<file path="src/rtl/fprp_pkg.sv">
// ----------------------------------------------------------------------------
// fprp_pkg
// Shared types and constants for the passive-mode reply parser.
// ----------------------------------------------------------------------------
package fprp_pkg;

  localparam logic [7:0] CH_OPEN  = 8'h28;
  localparam logic [7:0] CH_CLOSE = 8'h29;
  localparam logic [7:0] CH_COMMA = 8'h2C;
  localparam logic [7:0] CH_ZERO  = 8'h30;
  localparam logic [7:0] CH_NINE  = 8'h39;
  localparam logic [7:0] SAT_MAX  = 8'd255;

  localparam int unsigned NUM_SAVED = 5;
  localparam int unsigned SAVE_IDX_W = $clog2(NUM_SAVED);

  typedef enum logic [2:0] {
    PH_SEARCH = 3'd0,
    PH_NUM1   = 3'd1,
    PH_NUM2   = 3'd2,
    PH_NUM3   = 3'd3,
    PH_NUM4   = 3'd4,
    PH_NUM5   = 3'd5,
    PH_NUM6   = 3'd6
  } phase_t;

  typedef struct packed {
    logic [7:0]  host_a;
    logic [7:0]  host_b;
    logic [7:0]  host_c;
    logic [7:0]  host_d;
    logic [15:0] data_port;
    logic        overflow;
  } result_t;

endpackage

</file>
<file path="src/rtl/fprp_if.sv">
// ----------------------------------------------------------------------------
// fprp_if
// Valid/ready channels: reply bytes in, parsed address out.
// ----------------------------------------------------------------------------
interface fprp_byte_if;
  logic       valid;
  logic       ready;
  logic [7:0] rx_byte;

  modport source (output valid, output rx_byte, input ready);
  modport sink   (input valid, input rx_byte, output ready);
endinterface

interface fprp_addr_if;
  logic        valid;
  logic        ready;
  logic [7:0]  host_a;
  logic [7:0]  host_b;
  logic [7:0]  host_c;
  logic [7:0]  host_d;
  logic [15:0] data_port;
  logic        overflow;

  modport source (output valid, output host_a, output host_b, output host_c,
                  output host_d, output data_port, output overflow, input ready);
  modport sink   (input valid, input host_a, input host_b, input host_c,
                  input host_d, input data_port, input overflow, output ready);
endinterface

</file>
<file path="src/rtl/ftp_passive_reply_parser_unit.sv">
// ----------------------------------------------------------------------------
// ftp_passive_reply_parser_unit
// Extracts host address and data port from a passive-mode reply.
// ----------------------------------------------------------------------------
// Channels: rx carries one reply character per beat; addr carries one
// result per completed reply (four host bytes, port, overflow flag).
// Bytes before '(' are dropped. Six decimal numbers follow, separated by
// ','; other bytes are skipped. The ')' after the sixth number produces
// the result. Numbers saturate at 255 and set overflow.
// Throughput: one byte per cycle, sustained, while addr is not stalled.
// Path: a byte is registered in the input register and is parsed when
// the parser steps on it; the step on ')' also loads the result register,
// which raises addr valid and holds the result for the addr beat.
// Stall: while a result waits on addr, the parser holds; rx keeps taking
// a byte into the input register, then deasserts ready.
// Reset: clears phase, current number, saved numbers, overflow and both
// valid flags; the block searches for '(' afterwards.
// ----------------------------------------------------------------------------
module ftp_passive_reply_parser_unit (
  input  logic        clk,
  input  logic        rst,
  fprp_byte_if.sink   rx,
  fprp_addr_if.source addr
);
  import fprp_pkg::*;

  logic       byte_valid;
  logic [7:0] byte_data;
  logic       step;
  logic       emit;
  logic       busy;
  result_t    result;

  assign step = byte_valid && !busy;

  fprp_in_reg u_in (
    .clk        (clk),
    .rst        (rst),
    .rx         (rx),
    .take       (step),
    .byte_valid (byte_valid),
    .byte_data  (byte_data)
  );

  fprp_parse u_parse (
    .clk       (clk),
    .rst       (rst),
    .step      (step),
    .byte_data (byte_data),
    .emit      (emit),
    .result    (result)
  );

  fprp_out_reg u_out (
    .clk  (clk),
    .rst  (rst),
    .load (step && emit),
    .data (result),
    .busy (busy),
    .addr (addr)
  );

endmodule

</file>
<file path="src/rtl/fprp_in_reg.sv">
// ----------------------------------------------------------------------------
// fprp_in_reg
// Input register for reply bytes; holds one beat until the parser takes it.
// ----------------------------------------------------------------------------
module fprp_in_reg (
  input  logic       clk,
  input  logic       rst,
  fprp_byte_if.sink  rx,
  input  logic       take,
  output logic       byte_valid,
  output logic [7:0] byte_data
);

  assign rx.ready = !byte_valid || take;

  always_ff @(posedge clk) begin
    if (rst) begin
      byte_valid <= 1'b0;
    end else if (rx.ready) begin
      byte_valid <= rx.valid;
    end
  end

  always_ff @(posedge clk) begin
    if (rx.valid && rx.ready) begin
      byte_data <= rx.rx_byte;
    end
  end

endmodule

</file>
<file path="src/rtl/fprp_parse.sv">
// ----------------------------------------------------------------------------
// fprp_parse
// Reply state machine and number accumulation, one byte per step.
// ----------------------------------------------------------------------------
module fprp_parse (
  input  logic             clk,
  input  logic             rst,
  input  logic             step,
  input  logic [7:0]       byte_data,
  output logic             emit,
  output fprp_pkg::result_t result
);
  import fprp_pkg::*;

  phase_t     phase, phase_next;
  logic [7:0] cur, cur_next;
  logic       ovf, ovf_next;
  logic [7:0] saved [NUM_SAVED];
  logic       save_en;

  logic                  is_digit;
  logic [3:0]            digit;
  logic [11:0]           acc;
  logic [SAVE_IDX_W-1:0] save_idx;

  assign is_digit = (byte_data >= CH_ZERO) && (byte_data <= CH_NINE);
  assign digit    = 4'(byte_data - CH_ZERO);
  assign acc      = 12'(cur) * 12'd10 + 12'(digit);
  assign save_idx = SAVE_IDX_W'(phase - 3'd1);

  always_comb begin
    phase_next = phase;
    unique case (phase)
      PH_SEARCH: if (byte_data == CH_OPEN) phase_next = PH_NUM1;
      PH_NUM1:   if (!is_digit && byte_data == CH_COMMA) phase_next = PH_NUM2;
      PH_NUM2:   if (!is_digit && byte_data == CH_COMMA) phase_next = PH_NUM3;
      PH_NUM3:   if (!is_digit && byte_data == CH_COMMA) phase_next = PH_NUM4;
      PH_NUM4:   if (!is_digit && byte_data == CH_COMMA) phase_next = PH_NUM5;
      PH_NUM5:   if (!is_digit && byte_data == CH_COMMA) phase_next = PH_NUM6;
      PH_NUM6:   if (!is_digit && byte_data == CH_CLOSE) phase_next = PH_SEARCH;
      default:   phase_next = PH_SEARCH;
    endcase
  end

  always_comb begin
    cur_next = cur;
    ovf_next = ovf;
    save_en  = 1'b0;
    emit     = 1'b0;
    unique case (phase)
      PH_NUM1, PH_NUM2, PH_NUM3, PH_NUM4, PH_NUM5, PH_NUM6: begin
        if (is_digit) begin
          if (acc > 12'(SAT_MAX)) begin
            cur_next = SAT_MAX;
            ovf_next = 1'b1;
          end else begin
            cur_next = acc[7:0];
          end
        end else if (phase != PH_NUM6 && byte_data == CH_COMMA) begin
          save_en  = 1'b1;
          cur_next = '0;
        end else if (phase == PH_NUM6 && byte_data == CH_CLOSE) begin
          emit     = 1'b1;
          cur_next = '0;
          ovf_next = 1'b0;
        end
      end
      default: begin
        if (byte_data == CH_OPEN) begin
          cur_next = '0;
          ovf_next = 1'b0;
        end
      end
    endcase
  end

  assign result.host_a    = saved[0];
  assign result.host_b    = saved[1];
  assign result.host_c    = saved[2];
  assign result.host_d    = saved[3];
  assign result.data_port = {saved[4], cur};
  assign result.overflow  = ovf;

  always_ff @(posedge clk) begin
    if (rst) begin
      phase <= PH_SEARCH;
      cur   <= '0;
      ovf   <= 1'b0;
    end else if (step) begin
      phase <= phase_next;
      cur   <= cur_next;
      ovf   <= ovf_next;
    end
  end

  always_ff @(posedge clk) begin
    if (rst) begin
      for (int k = 0; k < NUM_SAVED; k++) begin
        saved[k] <= '0;
      end
    end else if (step && save_en) begin
      saved[save_idx] <= cur;
    end
  end

  a_emit_clears: assert property (@(posedge clk) disable iff (rst)
    step && emit |=> phase == PH_SEARCH && cur == '0 && !ovf)
    else $error("state not cleared after reply end");

  a_open_starts: assert property (@(posedge clk) disable iff (rst)
    step && phase == PH_SEARCH && byte_data == CH_OPEN |=> phase == PH_NUM1 && !ovf)
    else $error("open paren did not start a reply");

  a_ovf_on_digit: assert property (@(posedge clk) disable iff (rst)
    $rose(ovf) |-> $past(step && is_digit && phase != PH_SEARCH))
    else $error("overflow set without a digit");

  a_phase_moves_on_step: assert property (@(posedge clk) disable iff (rst)
    !step |=> $stable(phase) && $stable(cur))
    else $error("parser state moved without a step");

endmodule

</file>
<file path="src/rtl/fprp_out_reg.sv">
// ----------------------------------------------------------------------------
// fprp_out_reg
// Result register driving the address channel.
// ----------------------------------------------------------------------------
module fprp_out_reg (
  input  logic              clk,
  input  logic              rst,
  input  logic              load,
  input  fprp_pkg::result_t data,
  output logic              busy,
  fprp_addr_if.source       addr
);
  import fprp_pkg::*;

  result_t held;

  assign busy = addr.valid && !addr.ready;

  always_ff @(posedge clk) begin
    if (rst) begin
      addr.valid <= 1'b0;
    end else if (load) begin
      addr.valid <= 1'b1;
    end else if (addr.ready) begin
      addr.valid <= 1'b0;
    end
  end

  always_ff @(posedge clk) begin
    if (load) begin
      held <= data;
    end
  end

  assign addr.host_a    = held.host_a;
  assign addr.host_b    = held.host_b;
  assign addr.host_c    = held.host_c;
  assign addr.host_d    = held.host_d;
  assign addr.data_port = held.data_port;
  assign addr.overflow  = held.overflow;

  a_no_overwrite: assert property (@(posedge clk) disable iff (rst)
    load |-> !busy)
    else $error("result overwritten while stalled");

  a_load_shows: assert property (@(posedge clk) disable iff (rst)
    load |=> addr.valid)
    else $error("loaded result not presented");

  a_drain: assert property (@(posedge clk) disable iff (rst)
    addr.valid && addr.ready && !load |=> !addr.valid)
    else $error("result repeated after beat");

endmodule

</file>
<file path="src/flat_wrapper.sv">
// flat-port wrapper written by rule: the top's interface ports become plain ports
module ftp_passive_reply_parser_unit_flat import fprp_pkg::*;
  (clk, rst, rx_valid, rx_rx_byte, rx_ready, addr_valid, addr_host_a, addr_host_b, addr_host_c, addr_host_d, addr_data_port, addr_overflow, addr_ready);
  fprp_byte_if rx_i ();
  fprp_addr_if addr_i ();
  input  logic clk;
  input  logic rst;
  input wire logic [$bits(rx_i.valid)-1:0] rx_valid;
  input wire logic [$bits(rx_i.rx_byte)-1:0] rx_rx_byte;
  output wire logic [$bits(rx_i.ready)-1:0] rx_ready;
  output wire logic [$bits(addr_i.valid)-1:0] addr_valid;
  output wire logic [$bits(addr_i.host_a)-1:0] addr_host_a;
  output wire logic [$bits(addr_i.host_b)-1:0] addr_host_b;
  output wire logic [$bits(addr_i.host_c)-1:0] addr_host_c;
  output wire logic [$bits(addr_i.host_d)-1:0] addr_host_d;
  output wire logic [$bits(addr_i.data_port)-1:0] addr_data_port;
  output wire logic [$bits(addr_i.overflow)-1:0] addr_overflow;
  input wire logic [$bits(addr_i.ready)-1:0] addr_ready;
  assign rx_i.valid = rx_valid;
  assign rx_i.rx_byte = rx_rx_byte;
  assign rx_ready = rx_i.ready;
  assign addr_valid = addr_i.valid;
  assign addr_host_a = addr_i.host_a;
  assign addr_host_b = addr_i.host_b;
  assign addr_host_c = addr_i.host_c;
  assign addr_host_d = addr_i.host_d;
  assign addr_data_port = addr_i.data_port;
  assign addr_overflow = addr_i.overflow;
  assign addr_i.ready = addr_ready;
  ftp_passive_reply_parser_unit u_core (.clk(clk), .rst(rst), .rx(rx_i), .addr(addr_i));
endmodule
</file>
<file path="config.mk">
export PLATFORM = sky130hd
export DESIGN_NAME = ftp_passive_reply_parser_unit_flat
export DESIGN_NICKNAME = d
export VERILOG_FILES = /design/src/rtl/fprp_pkg.sv /design/src/rtl/fprp_if.sv /design/src/rtl/ftp_passive_reply_parser_unit.sv /design/src/rtl/fprp_in_reg.sv /design/src/rtl/fprp_parse.sv /design/src/rtl/fprp_out_reg.sv /design/src/flat_wrapper.sv
export SDC_FILE = /design/constraint.sdc
export NUM_CORES = 1
export LEC_CHECK = 0
export ABC_AREA = 1
export BUFFER_PORTS_ARGS = -buffer_cell sky130_fd_sc_hd__buf_2
export CORE_MARGIN = 4
export CORE_UTILIZATION = 50
export DETAILED_ROUTE_END_ITERATION = 6
export PLACE_DENSITY = 0.71
export SLEW_MARGIN = 10
export SYNTH_ARGS = -nofsm -noshare
export SYNTH_HDL_FRONTEND = slang
export SYNTH_HIERARCHICAL = 1
export SYNTH_SLANG_ARGS = --single-unit
</file>
<file path="constraint.sdc">
create_clock -name clk -period 9.1 [get_ports clk]
set_input_delay 0.91 -clock clk [delete_from_list [all_inputs] [get_ports clk]]
set_output_delay 0.91 -clock clk [all_outputs]
set_load 0.02 [all_outputs]
</file>
==> run metrics <==
leakage=2.05 nW; Synth area leader=edfxtp_1; Power Density=164 nW/um^2; hold depth=0; drt drc=0; vias in the first global route=2650; total negative slack=0 ps; RSZ-0062 raised after global routing=no; synth warn=6; syn nets=415; post-synthesis sequential area ratio=0.692; gr ovfl total=0; CP Class=flop to flop; row count=34; H-Tree Depth=3; r2r startpoint=u_core/u_parse/phase[0]; post-route setup slack=6310 ps; Area Growth Syn to Fin=13.4%; Hold Vio Cnt, Final=0; clk_skew=9.77 ps; Ant. Diodes=0; Post-CTS Setup Bufs=0; dpl hpwl=5.68 mm; Synth async-reset ratio=0; RePlAce Congestion=0.867; DP Worst Slack=6190 ps; first-pass GRT wire length=12.8 mm; CP endpoint kind=flop; relative slew slack=0.538; Pins Over Slew Limit=0; worst hold slack=425 ps; # port buffers=62; fill count=735; Starting Density=0.522; Hold Crit Class=flop to flop; CORE AREA=8850 um^2; Post-Synthesis Cells=381; CTS Buf Count=9; # IOs=63; Max Fclk=358 MHz; die height=104 um; unique cell type count in the Yosys netlist=33; final WL=7.80 mm; area share of the largest cell type after synthesis=0.631; FF+latch count, synth=111; initial antenna violation count=0; via count=2781; Vias/cell=4.93; most instantiated cells after synthesis=edfxtp_1, nand2_1, nor2_1; Required @ worst endpoint=9140 ps; CTS root buf=clkbuf_8; gr usage total=0.149; worst hold endpoint=u_core/u_out/addr.host_b[1]; Hold-fix buffers, CTS=0; Post-synth EDFFs=97; CP max FO=9; initial drt markers=126; nature of the critical path startpoint=flop; Worst-Margin Slew=693 ps; count leader, synth=edfxtp_1; CP arrival=2830 ps; r2r worst-path depth=7; largest net degree at the start of global routing=40; Pre-antenna DRT Iters=7; FF-to-FF setup slack=6310 ps; hold path start=u_core/u_parse/saved[1][1]; final setup vio count=0; Clock Latency Late Sink=370 ps; clk sinks=111; worst-case clock buffer depth=2; maximum VDD drop=0.0000746 V; MaxCap Viol Count=0; Synth Cell Area=4620 um^2; nets=486; most common flop cell mapped by yosys=edfxtp_1; syn avg cell area=12.1 um^2; minimum clock period=2790 ps; Clock transition at path regs=100 ps; TritonCTS clock tree=yes; status=finished, final reports clean; routed len/inst=13.8 um; reg2reg end=u_core/u_parse/saved[0][4]; period utilisation layout=0.307; die area=10800 um^2; top cells by area, synth=edfxtp_1, dfxtp_1, nand2_1; post-CTS sizing=0; die width=104 um; final antenna-violating net count=0; share of layout cells above drive strength 1=0.213
sequential cells by signal, indices dropped and copies added (netlist names), 3 cells and up:
signal,count
u_core/u_in/byte_data,8
u_core/u_out/addr.data_port,16
u_core/u_out/addr.host_a,8
u_core/u_out/addr.host_b,8
u_core/u_out/addr.host_c,8
u_core/u_out/addr.host_d,8
u_core/u_parse/cur,8
u_core/u_parse/phase,3
u_core/u_parse/saved,40
how the worst max path moves through the flow:
stage          cells past startpoint                     from  slack, ps                         endpoint
2_1_floorplan                      9  u_core/u_parse/phase[0]       6030   u_core/u_out/addr.data_port[0]
3_3_place_gp                      11               addr_ready       6250       u_core/u_parse/saved[1][1]
3_5_place_dp                      11               addr_ready       6190       u_core/u_parse/saved[0][2]
4_1_cts                            9  u_core/u_parse/phase[0]       6330  u_core/u_out/addr.data_port[10]
5_1_grt                            7  u_core/u_parse/phase[0]       5970       u_core/u_parse/saved[0][7]
6_report                           7  u_core/u_parse/phase[0]       6310       u_core/u_parse/saved[0][4]
per-layer routing:
| metal | global-route usage | vias to the layer above | share of wire |
|---|---|---|---|
| met5 | 0 | - | 0 |
| li1 | - | 1425 | - |
| met3 | 0.0397 | 9 | 0.051 |
| met4 | 0.0513 | 0 | 0.013 |
| met2 | 0.260 | 78 | 0.49 |
| met1 | 0.178 | 1269 | 0.45 |
report_power, final:
| part | internal, mW | switching (mW) |
|---|---|---|
| Sequential | 0.561 | 0.00515 |
| Clock | 0.102 | 0.165 |
| Combinational | 0.00762 | 0.0169 |
placed cells by master, fill, tap and decap left out, types with 3 or more instances in the layout:
master and n:
edfxtp_1 97, nand2_1 69, nor2_1 64, buf_2 62, inv_1 42, ha_1 20, nand3_1 16, a21oi_1 15
dfxtp_1 14, clkbuf_8 9, xnor2_1 5, nand2_2 4, o21ai_0 4, nand4_2 3
cell families after synthesis:
logic type	share of synthesized area
flip-flops	0.692
AO/OA/AOI/OAI	0.0325
buffers and inverters	0.0404
XOR/XNOR	0.0114
adder cells (fa/ha/maj)	0.0629
AND/OR/NAND/NOR	0.161
cell type report:
class,count,area (um^2),share of cell area
flip-flops and latches,111,3190,0.610
multi-input cells,222,1240,0.237
repair buffers,63,318,0.0607
inverters,45,169,0.0323
well taps,108,135,0.0258
clock buffers,9,124,0.0237
clock inverters,6,52.6,0.0100
critical path, stage by stage (launching register included):
cell and delay (ps):
dfxtp_1 550, inv_1 210, ha_1 280, nand2_1 140, nand4_1 210, nor4_4 410
nand4_2 310, nand2_1 360
stage by stage:
step           cells  instance area, um^2  total power [mW]  utilization
6_report         564                 5230             0.858        0.591
2_1_floorplan    381                 4620             0.594            -
4_1_cts          564                 5230             0.867        0.591
5_1_grt          564                 5230             0.892        0.591
3_3_place_gp     549                 5060             0.601        0.572
3_5_place_dp     549                 5060             0.603        0.572
(Power assumes the default switching activity.)
